File: src/sv/qlbs_pkg.sv
// Shared types and constants for the queued LED blink sequencer.
`default_nettype none

package qlbs_pkg;

  localparam logic OP_TICK    = 1'b0;
  localparam logic OP_ENQUEUE = 1'b1;

  typedef struct packed {
    logic        opcode;
    logic [7:0]  blink_count;
    logic [15:0] on_ticks;
    logic [15:0] off_ticks;
  } in_item_t;

  typedef struct packed {
    logic       led_lit;
    logic       request_dropped;
    logic       sequencer_busy;
    logic [3:0] queued_requests;
  } out_result_t;

  typedef struct packed {
    logic [7:0]  count;
    logic [15:0] on_ticks;
    logic [15:0] off_ticks;
  } blink_req_t;

  typedef enum logic [1:0] {
    ST_IDLE,
    ST_EXEC,
    ST_LOAD,
    ST_REPLY
  } seq_state_t;

  // Commands from the controller to the datapath.
  typedef struct packed {
    logic capture;
    logic enqueue;
    logic tick_step;
    logic load_head;
  } dp_cmd_t;

  // Status from the datapath to the controller.
  typedef struct packed {
    logic is_enqueue;
    logic active;
    logic queue_nonempty;
  } dp_status_t;

endpackage

`default_nettype wire

File: src/sv/qlbs_ctrl.sv
// Controller state machine of the queued LED blink sequencer.
`default_nettype none

module qlbs_ctrl (
  input  wire                  clk,
  input  wire                  rst_n,
  input  wire                  start,
  output logic                 busy,
  output logic                 out_valid,
  output qlbs_pkg::dp_cmd_t    cmd,
  input  qlbs_pkg::dp_status_t status
);
  import qlbs_pkg::*;

  seq_state_t state_r;
  seq_state_t state_nxt;

  always_ff @(posedge clk) begin
    if (!rst_n) begin
      state_r <= ST_IDLE;
    end else begin
      state_r <= state_nxt;
    end
  end

  always_comb begin
    state_nxt = state_r;
    cmd       = '0;
    busy      = 1'b1;
    out_valid = 1'b0;
    case (state_r)
      ST_IDLE: begin
        busy = 1'b0;
        if (start) begin
          cmd.capture = 1'b1;
          state_nxt   = ST_EXEC;
        end
      end
      ST_EXEC: begin
        if (status.is_enqueue) begin
          cmd.enqueue = 1'b1;
          state_nxt   = ST_REPLY;
        end else if (status.active) begin
          cmd.tick_step = 1'b1;
          state_nxt     = ST_REPLY;
        end else if (status.queue_nonempty) begin
          // Head entry is being read from the store this cycle.
          state_nxt = ST_LOAD;
        end else begin
          state_nxt = ST_REPLY;
        end
      end
      ST_LOAD: begin
        cmd.load_head = 1'b1;
        state_nxt     = ST_REPLY;
      end
      ST_REPLY: begin
        out_valid = 1'b1;
        state_nxt = ST_IDLE;
      end
      default: begin
        state_nxt = ST_IDLE;
      end
    endcase
  end

endmodule

`default_nettype wire

File: src/sv/qlbs_dp.sv
// Datapath of the queued LED blink sequencer: request FIFO, counters and LED level.
`default_nettype none

module qlbs_dp #(
  parameter int QUEUE_DEPTH = 8
) (
  input  wire                   clk,
  input  wire                   rst_n,
  input  qlbs_pkg::in_item_t    in_item,
  input  qlbs_pkg::dp_cmd_t     cmd,
  output qlbs_pkg::dp_status_t  status,
  output qlbs_pkg::out_result_t out_result
);
  import qlbs_pkg::*;

  localparam int PW = $clog2(QUEUE_DEPTH);
  localparam int CW = $clog2(QUEUE_DEPTH + 1);

  in_item_t   item_r;
  blink_req_t mem [QUEUE_DEPTH];
  blink_req_t rd_data_r;
  blink_req_t req_r;

  logic [PW-1:0] wr_ptr_r;
  logic [PW-1:0] rd_ptr_r;
  logic [CW-1:0] fill_r;
  logic          active_r;
  logic [7:0]    cyc_r;
  logic [15:0]   lit_r;
  logic [15:0]   dark_r;
  logic          led_r;
  logic          dropped_r;

  logic          full;
  logic          lit_adv;
  logic          dark_adv;
  logic          lit_done;
  logic [15:0]   lit_nxt;
  logic [15:0]   dark_nxt;
  logic [7:0]    cyc_nxt;
  logic          led_nxt;
  logic          active_nxt;
  logic [CW+3:0] fill_ext;

  assign full = (fill_r == CW'(QUEUE_DEPTH));

  // Store: written on an enqueue when not full, head read every cycle with registered data.
  always_ff @(posedge clk) begin
    if (cmd.enqueue && !full) begin
      mem[wr_ptr_r] <= blink_req_t'({item_r.blink_count, item_r.on_ticks, item_r.off_ticks});
    end
    rd_data_r <= mem[rd_ptr_r];
  end

  always_ff @(posedge clk) begin
    if (cmd.capture) begin
      item_r <= in_item;
    end
  end

  // One tick of a playing request: lit count first, then dark count.
  always_comb begin
    lit_nxt    = lit_r;
    dark_nxt   = dark_r;
    cyc_nxt    = cyc_r;
    led_nxt    = led_r;
    active_nxt = active_r;
    lit_adv    = 1'b0;
    dark_adv   = 1'b0;
    lit_done   = 1'b0;
    if (cyc_r < req_r.count) begin
      lit_adv = (lit_r < req_r.on_ticks);
      if (lit_adv) begin
        lit_nxt = lit_r + 16'd1;
        led_nxt = 1'b1;
      end
      lit_done = (lit_nxt >= req_r.on_ticks);
      dark_adv = lit_done && (dark_r < req_r.off_ticks);
      if (dark_adv) begin
        dark_nxt = dark_r + 16'd1;
        led_nxt  = 1'b0;
      end
      if (lit_done && (dark_nxt >= req_r.off_ticks)) begin
        cyc_nxt  = cyc_r + 8'd1;
        lit_nxt  = '0;
        dark_nxt = '0;
      end
    end else begin
      active_nxt = 1'b0;
    end
  end

  always_ff @(posedge clk) begin
    if (!rst_n) begin
      wr_ptr_r  <= '0;
      rd_ptr_r  <= '0;
      fill_r    <= '0;
      active_r  <= 1'b0;
      req_r     <= '0;
      cyc_r     <= '0;
      lit_r     <= '0;
      dark_r    <= '0;
      led_r     <= 1'b0;
      dropped_r <= 1'b0;
    end else begin
      if (cmd.capture) begin
        dropped_r <= 1'b0;
      end
      if (cmd.enqueue) begin
        if (full) begin
          dropped_r <= 1'b1;
        end else begin
          wr_ptr_r <= (wr_ptr_r == PW'(QUEUE_DEPTH - 1)) ? '0 : wr_ptr_r + PW'(1);
          fill_r   <= fill_r + CW'(1);
        end
      end
      if (cmd.load_head) begin
        req_r    <= rd_data_r;
        rd_ptr_r <= (rd_ptr_r == PW'(QUEUE_DEPTH - 1)) ? '0 : rd_ptr_r + PW'(1);
        fill_r   <= fill_r - CW'(1);
        active_r <= 1'b1;
        cyc_r    <= '0;
        lit_r    <= '0;
        dark_r   <= '0;
      end
      if (cmd.tick_step) begin
        lit_r    <= lit_nxt;
        dark_r   <= dark_nxt;
        cyc_r    <= cyc_nxt;
        led_r    <= led_nxt;
        active_r <= active_nxt;
      end
    end
  end

  assign status.is_enqueue     = (item_r.opcode == OP_ENQUEUE);
  assign status.active         = active_r;
  assign status.queue_nonempty = (fill_r != '0);

  assign fill_ext = {4'b0000, fill_r};

  assign out_result.led_lit         = led_r;
  assign out_result.request_dropped = dropped_r;
  assign out_result.sequencer_busy  = active_r;
  assign out_result.queued_requests = fill_ext[3:0];

endmodule

`default_nettype wire

File: src/sv/queued_led_blink_sequencer.sv
// Top level of the queued LED blink sequencer: controller and datapath.
`default_nettype none

// Usage:
// A transaction enters on in_item when start is high and busy is low. Its
// opcode either appends a blink request (count, on ticks, off ticks) to a
// FIFO of QUEUE_DEPTH entries or applies one time tick to the sequencer.
// Every transaction produces exactly one result on out_result, shown for one
// clock cycle with out_valid high; the receiver cannot hold it off.
// The result carries the LED level, a flag telling that this enqueue was
// dropped because the FIFO was full, whether a request is playing, and the
// number of requests waiting (low four bits of the count).
// Sequence: an enqueue, a tick on a playing request or a tick while idle
// with an empty FIFO passes from acceptance through the execute state to
// the result state; a tick that starts the head request takes an extra head
// load state between them. busy is low in the acceptance cycle, rises with
// the execute state and stays high through the result cycle, so a new
// transaction can be accepted in the cycle after out_valid, and not before.
// Reset (rst_n low, synchronous) empties the FIFO, stops playback and turns
// the LED dark; stored entries are not cleared and are never read unwritten.

module queued_led_blink_sequencer #(
  parameter int QUEUE_DEPTH = 8
) (
  input  wire                   clk,
  input  wire                   rst_n,
  input  wire                   start,
  output logic                  busy,
  input  qlbs_pkg::in_item_t    in_item,
  output logic                  out_valid,
  output qlbs_pkg::out_result_t out_result
);
  import qlbs_pkg::*;

  dp_cmd_t    cmd;
  dp_status_t status;

  // The controller steps each transaction through capture, execute, an
  // optional head load, and the one-cycle result strobe.
  qlbs_ctrl u_ctrl (
    .clk       (clk),
    .rst_n     (rst_n),
    .start     (start),
    .busy      (busy),
    .out_valid (out_valid),
    .cmd       (cmd),
    .status    (status)
  );

  // The datapath holds the FIFO, the active request and its counters.
  qlbs_dp #(
    .QUEUE_DEPTH (QUEUE_DEPTH)
  ) u_dp (
    .clk        (clk),
    .rst_n      (rst_n),
    .in_item    (in_item),
    .cmd        (cmd),
    .status     (status),
    .out_result (out_result)
  );

endmodule

`default_nettype wire
File: config.mk
export PLATFORM = sky130hd
export DESIGN_NAME = queued_led_blink_sequencer
export DESIGN_NICKNAME = d
export VERILOG_FILES = /design/src/sv/qlbs_pkg.sv /design/src/sv/qlbs_ctrl.sv /design/src/sv/qlbs_dp.sv /design/src/sv/queued_led_blink_sequencer.sv
export SDC_FILE = /design/constraint.sdc
export NUM_CORES = 1
export LEC_CHECK = 0
export BUFFER_PORTS_ARGS = -buffer_cell sky130_fd_sc_hd__clkbuf_2
export CORE_MARGIN = 2
export CORE_UTILIZATION = 55
export CTS_CLUSTER_DIAMETER = 30
export DETAILED_ROUTE_END_ITERATION = 10
export HOLD_SLACK_MARGIN = 0.03
export PLACE_DENSITY_LB_ADDON = 0.2
export SETUP_SLACK_MARGIN = 0.02
export SYNTH_ARGS = -nofsm -noshare
export SYNTH_HDL_FRONTEND = slang
export SYNTH_SLANG_ARGS = --single-unit
File: constraint.sdc
create_clock -name clk -period 5.7 [get_ports clk]
set_input_delay 0.285 -clock clk [delete_from_list [all_inputs] [get_ports clk]]
set_output_delay 0.285 -clock clk [all_outputs]
set_load 0.01 [all_outputs]
Yosys cells after proc, flatten, opt, wreduce, memory -nomap -nowiden. Memories as Yosys holds them, arrays and structs flattened. A register that Yosys moved wholly into a read port is not among the register bits. Cells that the tools add are included.

Flip-flop bits (word level): 136. Bits in writable memories: 320. Input port bits: 44. Output and inout bits: 9. Logic and storage cells: 101. Memories: 1.

Memories: u_dp.mem (words 8, width 40, rd ports 1, clocked after Yosys merged registers in 1, wr ports 1, line qlbs_dp.sv:20) `blink_req_t mem [QUEUE_DEPTH];`.

Add/subtract/negate cells: 7. Order comparisons: 5. Eq/ne operators: 11. Multiplexer cells: 44. Bitwise operators: 1. Reductions and logical operators: 15.

Operators by type and width (number): $mux W16 (11); $add A16 B1 Y16 const B (2); $ge A16 B16 Y1 (2); $lt A16 B16 Y1 (2); $mux W8 (4); $mux W1 (20); $mux W4 (3); $add A8 B1 Y8 const B (1); $lt A8 B8 Y1 (1); $pmux W2 S4 (1); $reduce_and A2 Y1 (4); $add A3 B1 Y3 const B (2); $eq A3 B3 Y1 const B (2); $mux W2 (3); $mux W3 (2); $ne A2 B2 Y1 const B (3); $reduce_and A3 Y1 (2); $reduce_bool A2 Y1 (3); $add A4 B1 Y4 const B (1); $eq A2 B2 Y1 const B (2); $eq A4 B4 Y1 const B (1); $ne A2 B1 Y1 const B (2); $reduce_bool A4 Y1 (1); $sub A4 B1 Y4 const B (1); other kinds (5) (7).

Depth between registers and ports, before layout. Gate-level depths: netlist of the first run.

Depth after elaboration: 12. Gate-level depth with buffers: 28. Gate-level depth less buffers: 24.

Hierarchy. From an unflattened synthesis of the first run, not the netlist that was laid out.

Cell total of the unflattened synthesis: 1308. Area, all modules: 20407.1 um2.

By module, submodules not included: qlbs_dp (instances 1, cells an instance 1286, area an instance 20204.4 um2, sequential area each 13503.0 um2); qlbs_ctrl (instances 1, cells an instance 22, area an instance 202.7 um2, sequential area each 40.0 um2).

Least setup slack after synthesis of the first run. Ideal clock, no wire load.

Kind: register -> register. From: register u_dp.lit_r[1]. To: register u_dp.lit_r[0]. Library setup time: 0.121 ns. Arrival: 5.811 ns. Data required time: 5.579 ns. Slack: -0.232 ns. Cell stages (with the launch flop): 25. Buffers on the path: 3. Period minus slack after synthesis: 5.932 ns. Path through: dfxtp_1 -> ha_1 -> a2111oi_2 -> o31ai_1 -> a2111o_1 -> or3b_1 -> xnor2_1 -> ha_1 -> nand4_1 -> nor4_1 -> a32oi_1 -> nand3b_1 -> clkbuf_1 -> buf_1 -> nand3_1 -> xnor2_1 -> ha_1 -> nand3_1 -> o211ai_1 -> a21oi_1 -> o41ai_2 -> a21o_1 -> clkbuf_1 -> o21ai_0 -> mux2_2.

Cells in the longest elaborated chain, start to end: 12. Elaborated cells between the ends (all ways): 13. Classes of those cells: 1 x add/sub; 3 x order compare; 7 x mux; 2 x reduce/logical.

Ends and longest elaborated chain: start, declared (line qlbs_dp.sv:29) `logic [15:0] lit_r;`; start signal, assigned (line qlbs_dp.sv:127) `lit_r <= lit_nxt;`; $add A16 B1 Y16 / $lt A16 B16 Y1 (equally long branches) (line qlbs_dp.sv:74, qlbs_dp.sv:72); $mux W16 * (line qlbs_dp.sv:73) `if (lit_adv) begin`; $mux W16 * (line qlbs_dp.sv:71) `if (cyc_r < req_r.count) begin`; $ge A16 B16 Y1 (line qlbs_dp.sv:77) `lit_done = (lit_nxt >= req_r.on_ticks);`; $logic_and A1 B1 Y1 (line qlbs_dp.sv:78) `dark_adv = lit_done && (dark_r < req_r.off_ticks);`; $mux W16 (line qlbs_dp.sv:79) `if (dark_adv) begin`; $mux W16 (line qlbs_dp.sv:71); $ge A16 B16 Y1 (line qlbs_dp.sv:83) `if (lit_done && (dark_nxt >= req_r.off_ticks)) begin`; $logic_and A1 B1 Y1 (line qlbs_dp.sv:83); $mux W16 * (line qlbs_dp.sv:83); $mux W16 * (line qlbs_dp.sv:71); $mux W16 * (line qlbs_dp.sv:126) `if (cmd.tick_step) begin`.

Mark *: on every way between the ends. The rest lies on a longest branch, timed or not. The select of a mux whose other input is x is not followed. A chain may end at the register's enable or synchronous reset.

Worst setup path in the final report of the first run.
From: register u_dp.req_r[17] in the netlist's numbering. To: register u_dp.dark_r[3].

Cells in the longest elaborated chain, start to end: 12.

Ends and longest elaborated chain: start, declared (line qlbs_dp.sv:22) `blink_req_t req_r;`; start signal, assigned (line qlbs_dp.sv:118) `req_r <= rd_data_r;`; $lt A16 B16 Y1 (line qlbs_dp.sv:72) `lit_adv = (lit_r < req_r.on_ticks);`; $mux W16 (line qlbs_dp.sv:73); $mux W16 (line qlbs_dp.sv:71); $ge A16 B16 Y1 * (line qlbs_dp.sv:77); $logic_and A1 B1 Y1 (line qlbs_dp.sv:78); $mux W16 (line qlbs_dp.sv:79); $mux W16 (line qlbs_dp.sv:71); $ge A16 B16 Y1 (line qlbs_dp.sv:83); $logic_and A1 B1 Y1 (line qlbs_dp.sv:83); $mux W16 * (line qlbs_dp.sv:83); $mux W16 * (line qlbs_dp.sv:71); $mux W16 * (line qlbs_dp.sv:126); end signal, assigned (line qlbs_dp.sv:128) `dark_r <= dark_nxt;`; end, declared (line qlbs_dp.sv:30) `logic [15:0] dark_r;`.

Marked as above.

==> flow_summary.yaml, run 1 <==
logic_synthesis:
  synth_area_leaders: "edfxtp_1 54%, dfxtp_1 13%, mux4_2 8.9%"
  yosysWarningCount: 0
  ys.flop_type: "edfxtp_1"
  yosysMostFrequentCell: "edfxtp_1"
  synth.distinct_cells: 53
  yosysSeqAreaShare: 0.670
  syn_inst: 1292
  synth_top_area_share: 0.536
  ys_seq_elements: 496
  syn_nets: 1420
  synth_edf_count: 361
  netlist_top_cells_count: "361 x edfxtp_1, 135 x dfxtp_1, 83 x ha_1"
  async_flop_share: 0
  synth.avg_cell_area_um2: 15.6
  synth_top_cell_by_area: "edfxtp_1"
  netlist_area_um2: 20200
global_routing:
  grt_max_degree: 57
  antenna_found_initial: 0
  grt_pass1_wl_um: 68000
  overflow: 0
  grt_pass1_vias: 12382
  grt_usage: 0.233
clock_network:
  cts.sink_count: 496
  clkLatencyLatePin_ps: 610
  cts_inserted_buffers: 92
  clkTransAtPathRegs_ps: 50
  htreeDepth: 3
  clockBufferDepth: 3
  cts_tree: "yes"
  cts-root-buf: "clkbuf_16"
layout:
  area_growth_pct: 24.4
  fin_nets: 1609
  n_antenna_cell: 0
  drive_gt1_frac: 0.286
  layoutNonFillerInstCount: 2028
  n_fill_cell: 2361
power_and_ir_drop:
  power_density_nw_per_um2: 482
  switching_power_mw: 3.22
  swShare: 0.265
  p_seq_frac: 0.382
  internal_power_mw: 8.91
  p_comb_frac: 0.171
  power.leakage_nw: 8.85
  power_frac_clock: 0.447
  ir_drop_mv: 0.317
detailed_routing:
  wl_per_cell_um: 21.5
  via_per_inst: 5.78
  firstDrtPassIters: 5
  top_layer_used: "met4"
  dr_wl_met2_um: 21700
  routed-wl-met3_um: 2180
  drc: 0
  vias: 11721
  drtIter0Drc: 735
  drt-met1-wl_um: 18500
  drtAntennaViolNets: 0
  wl_um: 43500
worst_setup_path:
  path_class: "flip-flop to flip-flop"
  critPathMaxFanout: 6
  startpoint_type: "flip-flop"
  cp-end-kind: "flip-flop"
  cp.required_ps: 6220
  worstPathArrival_ps: 6190
timing:
  drv_slew: 0
  timing.fmax_mhz: 176
  min_period_ps: 5670
  fin_crit_sh: 0.995
  worstMarginPinSlew_ps: 1310
  finalSetupViolations: 0
  rsz0062_at_grt: "true"
  finalClockSkew_ps: 21.5
  slew-limit-headroom: 0.124
  final_hold_viol_count: 0
  holdWs_ps: 70.6
floorplan:
  die_h_um: 196
  dieArea_um2: 38300
  num_io_pins: 53
  die_w_um: 196
  initial_utilization: 0.555
  row_count: 70
  coreArea_um2: 36400
placed_design:
  dp_cells: 1801
  place.gp.congestion: 0.825
  port_buffers: 52
  dp_hpwl_um: 23300
flow_run:
  cap_violations: 0
status:
  outcome: "finished, final reports clean"
worst_hold_path:
  hp-class: "primary input to flip-flop"
[kinds of logic after synthesis]
family | after synthesis | share of synthesized area
and+or+nand+nor | 252 | 0.0603
AOI/OAI and AO/OA | 153 | 0.0477
DFF | 496 | 0.670
adders and majority gates | 84 | 0.0524
muxes | 167 | 0.135
buffers and inverters | 107 | 0.0205
xor gates and xnor gates | 33 | 0.0143
[power by group through the flow]
stage	clock network (mW)	registers [mW]	logic (mW)
6_report	5.42	4.63	2.07
5_1_grt	5.68	4.68	2.25
4_1_cts	5.50	4.64	1.94
3_5_place_dp	0	4.70	1.85
3_3_place_gp	0	4.68	1.81
2_1_floorplan	0	4.56	1.35
[cell usage in the layout (no fill, tap or decap), types with 23 or more instances in the layout]
cell type,n
dlygate4sd3_1,42
mux4_2,80
dfxtp_1,128
nand4_1,23
inv_1,50
clkbuf_16,94
edfxtp_1,361
nor2_1,68
nand2_1,59
xnor2_1,28
ha_1,79
clkbuf_2,52
mux2i_1,44
a21oi_1,53
mux2_2,43
nand3_1,28
buf_4,47
[worst max-delay path, cell delays in order, from the launching register on]
cell and delay [ps]:
dfxtp_2 330, inv_2 50, ha_4 220, a2111oi_4 390, o31ai_4 120, a2111o_1 420, or3b_4 400, xnor2_1 140
ha_1 290, nand4_1 130, nor4_2 160, a32oi_1 170, and3b_2 280, or4_4 520, xnor2_2 150, ha_1 320
nand4_1 160, buf_4 140, inv_1 40, a21oi_2 170, o41ai_4 130, a21o_1 260, buf_6 170, or3_4 330
o21ai_1 80
[state kept, by name, summed over array words and instances, names as in the netlist, 3 cells and up]
signal	cells
u_dp.lit_r	16
u_dp.mem	320
u_dp.dark_r	16
u_dp.item_r	40
u_dp.req_r	40
u_dp.rd_data_r	40
u_dp.cyc_r	8
u_dp.rd_ptr_r	3
u_dp.fill_r	4
u_dp.wr_ptr_r	3
[final cells by class]
cell class / count / area [um^2] / area share
Sequential cell: 496 / 13600 / 0.539
Inverter: 54 / 203 / 0.00806
Multi-Input combinational cell: 689 / 6520 / 0.259
Tap cell: 468 / 586 / 0.0233
Timing Repair Buffer: 148 / 1120 / 0.0446
Clock buffer: 113 / 2520 / 0.100
Clock inverter: 60 / 653 / 0.0260
[routing by layer]
metal  GRT usage  vias to the layer above
li1            -                     5388
met1       0.306                     5937
met2       0.389                      323
met3      0.0445                       73
met4      0.0940                        0
met5           0                        -
[metrics by stage]
step                      worst slack, ps   util  cell area [um^2]  total power, mW  TNS, ps
after floorplan                      34.2      -             20200             5.92        0
after global placement               35.1  0.583             21300             6.49        0
after detailed placement             -146  0.583             21300             6.55    -1630
after CTS                            21.7  0.683             24900             12.1        0
after global routing                 -264  0.690             25200             12.6    -6820
final                                30.1  0.690             25200             12.1        0
[what timing repair did]
item	4_1_cts	5_1_grt
hold buffers	42	0
pin swaps	8	27
buffers inserted	2	11
resized for setup	8	46
setup endpoints to repair	29	40
hold endpoints to repair	43	0
[worst paths after layout]
| check | start | end | slack (ps) | cells after the start |
|---|---|---|---|---|
| setup / recovery | u_dp.req_r[17] | u_dp.dark_r[3] | 30 | 24 |
| hold / removal | start | u_dp.dropped_r | 70 | 4 |
| setup reg to reg | u_dp.req_r[17] | u_dp.dark_r[3] | 30 | 24 |
| hold reg to reg | u_dp.rd_data_r[4] | u_dp.req_r[4] | 460 | 2 |
Power figures use the tool's default switching activity.
==> run 2: changes to the inputs <==
--- a/config.mk
+++ b/config.mk
@@ -12,6 +12,7 @@
 export DETAILED_ROUTE_END_ITERATION = 10
 export HOLD_SLACK_MARGIN = 0.03
 export PLACE_DENSITY_LB_ADDON = 0.2
+export REMOVE_ABC_BUFFERS = 1
 export SETUP_SLACK_MARGIN = 0.02
 export SYNTH_ARGS = -nofsm -noshare
 export SYNTH_HDL_FRONTEND = slang
==> run 2 against run 1 <==
Register-to-register slack about the same; cell count rose by 0.39%; highest routed layer is now met5; critical path type unchanged; sequential power about the same; clock skew up 5.6 ps; worst hold slack lost 3.2 ps; critical endpoint is now u_dp.cyc_r[7]; utilization is 0.65 points higher; routed wire length decreased by 0.89%; clock-buffer cell count decreased by 9.
==> flow_summary.yaml, run 2 (synthesized netlist as in run 1, its figures left out) <==
worst_setup_path:
  cp_slowest_cell: "or4_4"
  worstPathArrival_ps: 6180
  critPathTopFamily: "simple AND/OR/NAND/NOR gates"
  path_class: "flip-flop to flip-flop"
  startpoint_type: "flip-flop"
  path_buf_inv: 5
  reg2reg_slack_ps: 40
  r2r_start: "u_dp.req_r[17]"
  max_stage_delay_ps: 560
  cp.required_ps: 6220
  cp-startpoint: "u_dp.req_r[17]"
  worst_r2r_path_depth: 26
  r2r-end: "u_dp.cyc_r[7]"
  critPathMaxFanout: 6
  cp-end-kind: "flip-flop"
layout:
  final_area_um2: 25400
  fin_nets: 1620
  n_fill_cell: 2334
  n_antenna_cell: 0
  final_common_cell: "edfxtp_1"
  layout_common_cells: "361 x edfxtp_1, 127 x dfxtp_1, 91 x clkbuf_16"
  area_growth_pct: 25.6
  largest_register_ff_count: 320
  largest-register: "u_dp.mem"
  drive_gt1_frac: 0.304
  layoutNonFillerInstCount: 2036
global_routing:
  grt_usage: 0.229
  grt_max_degree: 61
  grt_pass1_wl_um: 66800
  grt_pass1_vias: 12176
  antenna_found_initial: 1
  overflow: 0
detailed_routing:
  dr_wl_met2_um: 21100
  top_layer_used: "met5"
  drtIter0Drc: 726
  firstDrtPassIters: 5
  wl_um: 43100
  via_per_inst: 5.75
  drtAntennaViolNets: 0
  drc: 0
  vias: 11708
  drt-met1-wl_um: 18800
  routed-wl-met3_um: 2300
  wl_per_cell_um: 21.2
power_and_ir_drop:
  internal_power_mw: 8.93
  switching_power_mw: 3.28
  p_seq_frac: 0.380
  total_power_mw: 12.2
  power_frac_clock: 0.438
  ir_drop_mv: 0.488
  power.leakage_nw: 8.88
  p_comb_frac: 0.182
  power_density_nw_per_um2: 481
  swShare: 0.268
timing:
  min_period_ps: 5660
  worstMarginPinSlew_ps: 1240
  rsz0062_at_grt: "true"
  slew-limit-headroom: 0.175
  final_hold_viol_count: 0
  drv_slew: 0
  fin_crit_sh: 0.993
  fin_setup_tns_ps: 0
  timing.fmax_mhz: 177
  holdWs_ps: 67.4
  finalClockSkew_ps: 27.1
  finalSetupViolations: 0
floorplan:
  initial_utilization: 0.555
  row_count: 70
  dieArea_um2: 38300
  coreArea_um2: 36400
  num_io_pins: 53
  die_h_um: 196
  die_w_um: 196
clock_network:
  clockBufferDepth: 3
  clkLatencyLatePin_ps: 610
  clkTransAtPathRegs_ps: 50
  cts_inserted_buffers: 88
  cts.sink_count: 496
  htreeDepth: 3
  cts-root-buf: "clkbuf_16"
  cts_tree: "yes"
placed_design:
  dpl_cell_area_um2: 21300
  dp_cells: 1810
  place.gp.congestion: 0.878
  dp_hpwl_um: 24300
  port_buffers: 52
worst_hold_path:
  hp-class: "primary input to flip-flop"
  hold_path_startpoint: "rst_n"
  hold_depth: 2
  holdPathEnd: "u_dp.cyc_r[0]"
flow_run:
  cap_violations: 0
status:
  outcome: "finished, final reports clean"
run 2: worst max-delay path by stage:
stage / to / slack, ps / cells after the start
4_1_cts: u_dp.cyc_r[5] / 20 / 21
2_1_floorplan: u_dp.lit_r[0] / -950 / 22
5_1_grt: u_dp.lit_r[14] / -260 / 29
3_5_place_dp: u_dp.cyc_r[7] / -210 / 21
6_report: u_dp.cyc_r[7] / 40 / 26
3_3_place_gp: u_dp.cyc_r[5] / -40 / 21
run 2: stage by stage:
stage | setup WS [ps] | utilization
2_1_floorplan | -949 | -
3_3_place_gp | -36.9 | 0.585
3_5_place_dp | -214 | 0.585
4_1_cts | 20.7 | 0.683
6_report | 40.3 | 0.697
5_1_grt | -259 | 0.697
run 2: layout make-up:
class	instances	area [um^2]	area share
clock inverter	62	759	0.0299
multi-input combinational	689	6630	0.261
tap	468	586	0.0231
timing repair buffer	163	1290	0.0508
sequential	496	13600	0.534
inverter	54	203	0.00798
clock buffer	104	2360	0.0931
run 2: timing repair:
| item | in CTS | in global routing |
|---|---|---|
| gates resized for setup | 4 | 75 |
| hold buffers | 41 | 0 |
| pin swaps | 6 | 43 |
| gates cloned | 0 | 1 |
| buffers inserted | 0 | 18 |
| setup endpoints to repair | 28 | 40 |
| endpoints found under the hold margin | 41 | 0 |
run 2: layer usage:
layer	global-route usage	up-vias
met4	0.0842	2
met1	0.306	5890
met3	0.0435	73
met5	0	-
met2	0.379	323
li1	-	5420
run 2: power groups by stage:
stage,combinational (mW),sequential (mW),clock [mW]
final,2.22,4.64,5.35
after global routing,2.41,4.69,5.59
after CTS,1.90,4.64,5.42
after detailed placement,1.84,4.70,0
after global placement,1.80,4.68,0
after floorplan,1.26,4.65,0
